<file path="src/rtl/bssm_pkg.sv">
// shared constants, types and helpers for the byte stream substring matcher
`default_nettype none

package bssm_pkg;

  localparam int MAX_PATTERN_DEFAULT   = 16;
  localparam int COUNTER_WIDTH_DEFAULT = 32;
  localparam int PATTERN_SLOTS         = 16;
  localparam int CFG_DATA_WIDTH        = 64;
  localparam int CFG_INDEX_WIDTH       = 2;
  localparam int LENGTH_REG_WIDTH      = 5;
  localparam int RESULT_WIDTH          = 32;

  localparam logic [7:0] NEWLINE_BYTE = 8'h0A;
  localparam logic [7:0] UPPER_FIRST  = 8'h41;
  localparam logic [7:0] UPPER_LAST   = 8'h5A;
  localparam logic [7:0] CASE_OFFSET  = 8'h20;

  typedef enum logic [CFG_INDEX_WIDTH-1:0] {
    REG_PATTERN_LOW  = 2'd0,
    REG_PATTERN_HIGH = 2'd1,
    REG_PATTERN_LEN  = 2'd2,
    REG_CASE_FOLD    = 2'd3
  } reg_index_t;

  // control travelling with the word held between the window and match stages
  typedef struct packed {
    logic valid;
    logic last;
  } stage_ctl_t;

  function automatic logic [7:0] fold_byte(input logic [7:0] b, input logic enable);
    logic [7:0] r;
    r = b;
    if (enable && b >= UPPER_FIRST && b <= UPPER_LAST) begin
      r = b + CASE_OFFSET;
    end
    return r;
  endfunction

endpackage

`default_nettype wire

</file>
<file path="src/rtl/bssm_window.sv">
// input stage: byte window, byte and line counters, stage register control
`default_nettype none

module bssm_window #(
  parameter int MAX_PATTERN   = bssm_pkg::MAX_PATTERN_DEFAULT,
  parameter int COUNTER_WIDTH = bssm_pkg::COUNTER_WIDTH_DEFAULT
) (
  input  wire logic                                   clk,
  input  wire logic                                   rst,
  input  wire logic                                   byte_valid,
  output logic                                        byte_ready,
  input  wire logic [7:0]                             byte_value,
  input  wire logic                                   last_byte,
  input  wire logic                                   advance,
  output bssm_pkg::stage_ctl_t                        ctl,
  output logic [MAX_PATTERN-1:0][7:0]                 window,
  output logic [$clog2(MAX_PATTERN+1)-1:0]            bytes_seen,
  output logic [COUNTER_WIDTH-1:0]                    line_count,
  output logic [COUNTER_WIDTH-1:0]                    item_position
);

  localparam int LEN_W = $clog2(MAX_PATTERN + 1);
  localparam logic [LEN_W-1:0] SEEN_MAX = LEN_W'(MAX_PATTERN);

  logic                               accept;
  logic                               clear_pending;
  logic [COUNTER_WIDTH-1:0]           byte_position;
  logic [MAX_PATTERN-1:0][7:0]        window_base;
  logic [MAX_PATTERN-1:0][7:0]        window_next;
  logic [LEN_W-1:0]                   seen_base;
  logic [LEN_W-1:0]                   seen_next;
  logic [COUNTER_WIDTH-1:0]           line_base;
  logic [COUNTER_WIDTH-1:0]           line_next;
  logic [COUNTER_WIDTH-1:0]           position_base;
  logic [COUNTER_WIDTH-1:0]           position_next;

  assign byte_ready = !ctl.valid || advance;
  assign accept     = byte_valid && byte_ready;

  // the previous word ended a file: start this one from reset values
  always_comb begin
    window_base   = clear_pending ? '0 : window;
    seen_base     = clear_pending ? '0 : bytes_seen;
    line_base     = clear_pending ? COUNTER_WIDTH'(1) : line_count;
    position_base = clear_pending ? '0 : byte_position;

    seen_next     = (seen_base < SEEN_MAX) ? seen_base + LEN_W'(1) : seen_base;
    line_next     = (byte_value == bssm_pkg::NEWLINE_BYTE && line_base != '1)
                    ? line_base + COUNTER_WIDTH'(1) : line_base;
    position_next = (position_base != '1) ? position_base + COUNTER_WIDTH'(1)
                    : position_base;
  end

  for (genvar i = 0; i < MAX_PATTERN; i++) begin : g_shift
    if (i == 0) begin : g_head
      assign window_next[i] = byte_value;
    end else begin : g_tail
      assign window_next[i] = window_base[i-1];
    end
  end

  always_ff @(posedge clk) begin
    if (rst) begin
      ctl           <= '0;
      clear_pending <= 1'b0;
      window        <= '0;
      bytes_seen    <= '0;
      line_count    <= COUNTER_WIDTH'(1);
      byte_position <= '0;
      item_position <= '0;
    end else begin
      if (accept) begin
        ctl.valid     <= 1'b1;
        ctl.last      <= last_byte;
        clear_pending <= last_byte;
        window        <= window_next;
        bytes_seen    <= seen_next;
        line_count    <= line_next;
        byte_position <= position_next;
        item_position <= position_base;
      end else if (advance) begin
        ctl.valid <= 1'b0;
      end
    end
  end

`ifndef SYNTHESIS
  a_seen_bounded: assert property (@(posedge clk) disable iff (rst)
    bytes_seen <= SEEN_MAX)
    else $error("byte count passed the pattern size");

  a_line_nonzero: assert property (@(posedge clk) disable iff (rst)
    line_count != '0)
    else $error("line count reached zero");
`endif

endmodule

`default_nettype wire

</file>
<file path="src/rtl/bssm_match.sv">
// match stage: window compare, overlap holdoff, per-line report and result register
`default_nettype none

module bssm_match #(
  parameter int MAX_PATTERN   = bssm_pkg::MAX_PATTERN_DEFAULT,
  parameter int COUNTER_WIDTH = bssm_pkg::COUNTER_WIDTH_DEFAULT
) (
  input  wire logic                                          clk,
  input  wire logic                                          rst,
  input  wire bssm_pkg::stage_ctl_t                          ctl,
  input  wire logic [MAX_PATTERN-1:0][7:0]                   window,
  input  wire logic [$clog2(MAX_PATTERN+1)-1:0]              bytes_seen,
  input  wire logic [COUNTER_WIDTH-1:0]                      line_count,
  input  wire logic [COUNTER_WIDTH-1:0]                      item_position,
  input  wire logic [bssm_pkg::CFG_DATA_WIDTH-1:0]           pattern_low,
  input  wire logic [bssm_pkg::CFG_DATA_WIDTH-1:0]           pattern_high,
  input  wire logic [bssm_pkg::LENGTH_REG_WIDTH-1:0]         pattern_length,
  input  wire logic                                          case_fold,
  output logic                                               advance,
  output logic                                               match_valid,
  input  wire logic                                          match_ready,
  output logic [bssm_pkg::RESULT_WIDTH-1:0]                  match_line,
  output logic [bssm_pkg::RESULT_WIDTH-1:0]                  match_offset
);

  localparam int LEN_W = $clog2(MAX_PATTERN + 1);
  localparam int SLOTS = bssm_pkg::PATTERN_SLOTS;
  localparam logic [bssm_pkg::LENGTH_REG_WIDTH-1:0] LEN_LIMIT =
    bssm_pkg::LENGTH_REG_WIDTH'(MAX_PATTERN);

  logic [SLOTS-1:0][7:0]       pattern;
  logic [LEN_W-1:0]            len;
  logic [MAX_PATTERN-1:0]      lane_ok;
  logic                        hit;
  logic                        report;
  logic [LEN_W-1:0]            holdoff;
  logic [LEN_W-1:0]            holdoff_next;
  logic [COUNTER_WIDTH-1:0]    last_reported_line;
  logic [COUNTER_WIDTH-1:0]    last_reported_next;
  logic [COUNTER_WIDTH-1:0]    len_minus_one;
  logic [COUNTER_WIDTH-1:0]    start;
  logic [63:0]                 line_wide;
  logic [63:0]                 start_wide;

  for (genvar k = 0; k < SLOTS; k++) begin : g_pattern
    if (k < 8) begin : g_low
      assign pattern[k] = pattern_low[8*k +: 8];
    end else begin : g_high
      assign pattern[k] = pattern_high[8*(k-8) +: 8];
    end
  end

  assign len = (pattern_length > LEN_LIMIT) ? LEN_W'(MAX_PATTERN) : LEN_W'(pattern_length);

  // window entry j (newest first) lines up with pattern byte len-1-j
  for (genvar j = 0; j < MAX_PATTERN; j++) begin : g_lane
    logic [LEN_W-1:0] slot;
    assign slot = len - LEN_W'(1) - LEN_W'(j);
    assign lane_ok[j] = (LEN_W'(j) >= len) ||
      (bssm_pkg::fold_byte(window[j], case_fold) ==
       bssm_pkg::fold_byte(pattern[4'(slot)], case_fold));
  end

  assign hit     = (len != '0) && (bytes_seen >= len) && (&lane_ok);
  assign advance = ctl.valid && (!match_valid || match_ready);

  always_comb begin
    holdoff_next       = holdoff;
    last_reported_next = last_reported_line;
    report             = 1'b0;
    if (holdoff != '0) begin
      holdoff_next = holdoff - LEN_W'(1);
    end else if (hit) begin
      holdoff_next = len - LEN_W'(1);
      if (line_count != last_reported_line) begin
        report             = 1'b1;
        last_reported_next = line_count;
      end
    end
    if (ctl.last) begin
      holdoff_next       = '0;
      last_reported_next = '0;
    end
  end

  assign len_minus_one = COUNTER_WIDTH'(len) - COUNTER_WIDTH'(1);
  assign start = (item_position >= len_minus_one) ? item_position - len_minus_one : '0;
  assign line_wide  = 64'(line_count);
  assign start_wide = 64'(start);

  always_ff @(posedge clk) begin
    if (rst) begin
      holdoff            <= '0;
      last_reported_line <= '0;
      match_valid        <= 1'b0;
    end else begin
      if (advance) begin
        holdoff            <= holdoff_next;
        last_reported_line <= last_reported_next;
      end
      if (advance && report) begin
        match_valid <= 1'b1;
      end else if (match_ready) begin
        match_valid <= 1'b0;
      end
    end
  end

  always_ff @(posedge clk) begin
    if (advance && report) begin
      match_line   <= line_wide[bssm_pkg::RESULT_WIDTH-1:0];
      match_offset <= start_wide[bssm_pkg::RESULT_WIDTH-1:0];
    end
  end

`ifndef SYNTHESIS
  a_holdoff_blocks: assert property (@(posedge clk) disable iff (rst)
    (holdoff != '0) |-> !report)
    else $error("match reported inside a previous match");

  a_holdoff_bounded: assert property (@(posedge clk) disable iff (rst)
    holdoff < LEN_W'(MAX_PATTERN))
    else $error("holdoff longer than the pattern");

  a_report_records_line: assert property (@(posedge clk) disable iff (rst)
    (advance && report && !ctl.last) |=> (last_reported_line == $past(line_count)))
    else $error("reported line not recorded");

  a_result_loaded: assert property (@(posedge clk) disable iff (rst)
    (advance && report) |=> match_valid)
    else $error("result register not loaded");
`endif

endmodule

`default_nettype wire

</file>
<file path="src/rtl/byte_stream_substring_match.sv">
// top level: configuration registers and the two-stage byte matcher
`default_nettype none

// Searches a file, one byte per word, for a pattern of up to MAX_PATTERN bytes
// (optionally ignoring ASCII letter case) and reports the line number and start
// offset of the first non-overlapping match on each line. Lines count from 1,
// offsets from 0, both saturating at COUNTER_WIDTH bits; a word with last_byte set
// ends the file and the next word starts a fresh one with the same configuration.
// One byte is taken per cycle while byte_ready is high: the byte enters the window
// and counter register stage, then a parallel compare across the whole window
// decides the match and loads the result register, so a result is registered
// behind the window stage that held its last byte. A waiting result stalls input
// only once the stage behind it is full.
// Configuration is written through cfg_write/cfg_index/cfg_data while no bytes are
// in flight.
module byte_stream_substring_match #(
  parameter int MAX_PATTERN   = bssm_pkg::MAX_PATTERN_DEFAULT,
  parameter int COUNTER_WIDTH = bssm_pkg::COUNTER_WIDTH_DEFAULT
) (
  input  wire logic                                   clk,
  input  wire logic                                   rst,
  input  wire logic                                   cfg_write,
  input  wire logic [bssm_pkg::CFG_INDEX_WIDTH-1:0]   cfg_index,
  input  wire logic [bssm_pkg::CFG_DATA_WIDTH-1:0]    cfg_data,
  input  wire logic                                   byte_valid,
  output logic                                        byte_ready,
  input  wire logic [7:0]                             byte_value,
  input  wire logic                                   last_byte,
  output logic                                        match_valid,
  input  wire logic                                   match_ready,
  output logic [bssm_pkg::RESULT_WIDTH-1:0]           match_line,
  output logic [bssm_pkg::RESULT_WIDTH-1:0]           match_offset
);

  localparam int LEN_W = $clog2(MAX_PATTERN + 1);

  logic [bssm_pkg::CFG_DATA_WIDTH-1:0]    pattern_low;
  logic [bssm_pkg::CFG_DATA_WIDTH-1:0]    pattern_high;
  logic [bssm_pkg::LENGTH_REG_WIDTH-1:0]  pattern_length;
  logic                                   case_fold;

  bssm_pkg::stage_ctl_t                   ctl;
  logic [MAX_PATTERN-1:0][7:0]            window;
  logic [LEN_W-1:0]                       bytes_seen;
  logic [COUNTER_WIDTH-1:0]               line_count;
  logic [COUNTER_WIDTH-1:0]               item_position;
  logic                                   advance;

  always_ff @(posedge clk) begin
    if (rst) begin
      pattern_low    <= '0;
      pattern_high   <= '0;
      pattern_length <= '0;
      case_fold      <= 1'b0;
    end else if (cfg_write) begin
      case (bssm_pkg::reg_index_t'(cfg_index))
        bssm_pkg::REG_PATTERN_LOW:  pattern_low    <= cfg_data;
        bssm_pkg::REG_PATTERN_HIGH: pattern_high   <= cfg_data;
        bssm_pkg::REG_PATTERN_LEN:
          pattern_length <= cfg_data[bssm_pkg::LENGTH_REG_WIDTH-1:0];
        bssm_pkg::REG_CASE_FOLD:    case_fold      <= cfg_data[0];
        default: ;
      endcase
    end
  end

  bssm_window #(
    .MAX_PATTERN   (MAX_PATTERN),
    .COUNTER_WIDTH (COUNTER_WIDTH)
  ) u_window (
    .clk           (clk),
    .rst           (rst),
    .byte_valid    (byte_valid),
    .byte_ready    (byte_ready),
    .byte_value    (byte_value),
    .last_byte     (last_byte),
    .advance       (advance),
    .ctl           (ctl),
    .window        (window),
    .bytes_seen    (bytes_seen),
    .line_count    (line_count),
    .item_position (item_position)
  );

  bssm_match #(
    .MAX_PATTERN   (MAX_PATTERN),
    .COUNTER_WIDTH (COUNTER_WIDTH)
  ) u_match (
    .clk            (clk),
    .rst            (rst),
    .ctl            (ctl),
    .window         (window),
    .bytes_seen     (bytes_seen),
    .line_count     (line_count),
    .item_position  (item_position),
    .pattern_low    (pattern_low),
    .pattern_high   (pattern_high),
    .pattern_length (pattern_length),
    .case_fold      (case_fold),
    .advance        (advance),
    .match_valid    (match_valid),
    .match_ready    (match_ready),
    .match_line     (match_line),
    .match_offset   (match_offset)
  );

endmodule

`default_nettype wire

</file>
<file path="config.mk">
export PLATFORM = sky130hd
export DESIGN_NAME = byte_stream_substring_match
export DESIGN_NICKNAME = d
export VERILOG_FILES = /design/src/rtl/bssm_pkg.sv /design/src/rtl/bssm_window.sv /design/src/rtl/bssm_match.sv /design/src/rtl/byte_stream_substring_match.sv
export SDC_FILE = /design/constraint.sdc
export NUM_CORES = 2
export LEC_CHECK = 0
export BUFFER_PORTS_ARGS = -buffer_cell sky130_fd_sc_hd__buf_2
export CORE_MARGIN = 4
export CORE_UTILIZATION = 57
export DETAILED_ROUTE_END_ITERATION = 8
export PLACE_DENSITY = 0.75
export SYNTH_ARGS = -nofsm -noshare
export SYNTH_HDL_FRONTEND = slang
export SYNTH_SLANG_ARGS = --single-unit
</file>
<file path="constraint.sdc">
create_clock -name clk -period 9.5 [get_ports clk]
set_clock_uncertainty 0.1 [all_clocks]
set_input_delay 0.95 -clock clk [delete_from_list [all_inputs] [get_ports clk]]
set_output_delay 0.95 -clock clk [all_outputs]
set_load 0.02 [all_outputs]
</file>
==> impl_metrics.ini <==
[grt]
grt_max_degree = 122
grt_first_pass_wirelength_um = 158000
overflow = 0
first_global_vias = 26037
grt.total_usage = 0.336
grt_antenna_before_repair = 0

[logic_synthesis]
total_number_of_yosys_warnings = 0
synthesis.nets = 3792
mapped_area_um2 = 31500
postSynth.topFlopCell = sky130_fd_sc_hd__dfxtp_1
multiplexer_fraction_of_the_synthesized_cell_area = 0.192
ys_types = 100
synthCells = 3625
post_synth_xor_area_fraction = 0.0705
async_reset_ff_frac = 0
post_synth_and_or_nand_nor_area_fraction = 0.203
synth_fa_ha_area_frac = 0.0358
mean_syn_cell_area_um2 = 8.69
synth_seq_cells = 467
synth.yosys.seq_area_share = 0.317
synth_compound_gate_area_share = 0.143
synth-edff-count = 64
synth_top_family_by_area = simple AND/OR/NAND/NOR gates

[timing]
fmax_mhz = 120
rsz0062_at_grt = no
max_slew.worst_pin.slew_ps = 1300
maxSlewViolCount = 0
report.final.hold_viol_count = 0
endpoints_failing_setup = 0
hold_slack_ps = 359
final_period_minus_worst_setup_slack_ps = 8300
maxSlewHeadroom = 0.125
final.setup.tns_ps = 0
min_period_over_period = 0.874

[routing]
via_per_inst = 6.59
drtIter0Drc = 3675
dr_total_vias = 28812
detail_route.wl_per_cell_um = 23.8
wl_um = 104000
dr.pass1.iters = 6
final_antenna_net_count = 0
drc = 0

[critical_path]
critical_path_required_ps = 9890
crit_path_kind = flop to flop
critical_path.cell_chain = buf_4, nand2b_4, buf_4, buf_4, mux2i_1, mux2_2, mux2i_1, a221o_1, or4_1, nor2_2, o21ai_1, o31a_1, o41ai_1, nand4_2, nor4_4, buf_4, o2bb2ai_2, buf_4, a22o_1
timing.critical_path.slowest_stage_cell = sky130_fd_sc_hd__o41ai_1
worstPathMaxFanout = 59
critical_path.endpoint_type = flop
max_stage_delay_ps = 980
timing.critical_path.arrival_ps = 8690
cell_occurring_most_often_along_the_worst_timing_path = sky130_fd_sc_hd__buf_4
cp-start-kind = flop
worstPathBufferInverterCount = 5
cpLargestDelayFamily = buffers and inverters

[clock_tree]
tritoncts_num_sinks = 467
clock_buffers_created_by_tritoncts = 50
cts-root-to-sink-buffers = 3
tritoncts = built
htree_num_levels = 2
clkSlewWorstSetupHoldPaths_ps = 60
setup_bufs_post_cts = 0
cts-resized-gates = 0
holdBufCountCts = 0
root_buffer = sky130_fd_sc_hd__clkbuf_16
clk_latency_ps = 610

[floorplanning]
die-area_um2 = 59100
design.portCount = 146
start_util = 0.580
die_height_um = 243
floorplan.die.width_um = 243
rows = 85
core_area_um2 = 54200

[cells_and_area]
top_library_cells_by_usage_in_the_layout_fill_and_taps_aside = 472 x sky130_fd_sc_hd__nand2_1, 402 x sky130_fd_sc_hd__dfxtp_1, 395 x sky130_fd_sc_hd__a21oi_1
multi_input_area_um2 = 20300
layout.filler_cells = 4749
final_core_utilization = 0.628
syn2layout_area_growth_pct = 8.26
ff_latch_area_um2 = 9990
layout.cells.most_common = sky130_fd_sc_hd__nand2_1
final_net_count = 3799
drive_gt1_frac = 0.125

[job]
maximum_capacitance_violations = 0

[power_and_ir_drop]
maximum_vdd_drop_mv = 0.194
report.power.total_w = 0.00497
power_per_cell_area_nw_per_um2 = 146
leakage_power_of_the_design_nw = 13.9

[worst_hold_path]
worstHoldPathType = flop to flop

[placed_design]
finalWeightedCongestion = 1.09
post-dp-hpwl_um = 75500
port_buffers = 145

[outcome]
run_status = completed
[layer usage]
metal / wire length, µm / global-route usage / vias to the layer above
met5: 0 / 0 / -
met4: 5100 / 0.142 / 0
met2: 44600 / 0.491 / 1453
li1: - / - / 13188
met1: 43700 / 0.478 / 13885
met3: 10600 / 0.0786 / 286
[Yosys cell counts (58+ instances only)]
| library cell | count | area share |
|---|---|---|
| sky130_fd_sc_hd__nand2_1 | 474 | 0.057 |
| sky130_fd_sc_hd__dfxtp_1 | 403 | 0.26 |
| sky130_fd_sc_hd__a21oi_1 | 395 | 0.063 |
| sky130_fd_sc_hd__nor2_1 | 351 | 0.042 |
| sky130_fd_sc_hd__mux2i_1 | 297 | 0.094 |
| sky130_fd_sc_hd__and3_1 | 166 | 0.033 |
| sky130_fd_sc_hd__clkbuf_1 | 165 | 0.020 |
| sky130_fd_sc_hd__xnor2_1 | 123 | 0.034 |
| sky130_fd_sc_hd__mux4_2 | 118 | 0.084 |
| sky130_fd_sc_hd__xor2_1 | 118 | 0.033 |
| sky130_fd_sc_hd__nand3_1 | 97 | 0.015 |
| sky130_fd_sc_hd__ha_1 | 86 | 0.034 |
| sky130_fd_sc_hd__o21ai_0 | 73 | 0.012 |
| sky130_fd_sc_hd__edfxtp_1 | 64 | 0.061 |
| sky130_fd_sc_hd__nor3_1 | 58 | 0.0092 |
[sequential cells by signal (all words and copies together), names as in the netlist]
signal and flops:
u_match.match_offset 32, u_match.match_line 32, u_match.match_valid 1, u_match.holdoff 5
u_window.window 128, u_window.item_position 32, u_window.bytes_seen 5, pattern_high 64
pattern_low 64, u_window.byte_position 32, u_match.last_reported_line 32, u_window.ctl 2
u_window.line_count 32, case_fold 1, pattern_length 5
[power by group]
group	switching [W]	total (W)	internal (W)
Sequential	0.0000395	0.00207	0.00203
Combinational	0.000585	0.000910	0.000325
Clock	0.000851	0.00198	0.00113
[metrics by stage]
stage          cells  area (µm²)  worst slack, ps
6_report        4371       34100             1200
4_1_cts         4370       34100             1440
5_1_grt         4370       34100              919
3_3_place_gp    4276       32400             1460
2_1_floorplan   3625       31500              466
3_5_place_dp    4276       32400             1490
[area by class of cell]
cell class / instances / area share
multi-input cells: 2879 / 0.596
flip-flops and latches: 467 / 0.293
clock buffers: 64 / 0.0400
repair buffers: 187 / 0.0308
well taps: 696 / 0.0255
clock inverters: 30 / 0.00863
inverters: 47 / 0.00551
diodes: 1 / 0.0000734
[worst paths after layout]
check	startpoint	to	slack, ps	cells after the start
max reg2reg	pattern_length[0]	u_match.last_reported_line[15]	1200	19
min reg2reg	u_window.item_position[27]	u_window.item_position[27]	360	2
min	u_window.item_position[27]	u_window.item_position[27]	360	2
max	pattern_length[0]	u_match.last_reported_line[15]	1200	19
[cells by family (layout without fill, tap and decap cells)]
kind of cell / after synthesis / after routing
AOI/OAI and AO/OA: 739 / 739
xor gates and xnor gates: 246 / 246
adders and majority gates: 90 / 90
buffers and inverters: 279 / 328
DFF: 467 / 467
muxes: 451 / 451
other: 0 / 1
and+or+nand+nor: 1353 / 1353
[tightest hold or removal path, stage by stage, from the launching register on]
cell                      delay (ps)
sky130_fd_sc_hd__dfxtp_1         310
sky130_fd_sc_hd__nand2_1          50
sky130_fd_sc_hd__a21oi_1          50
Power figures use the tool's default switching activity.
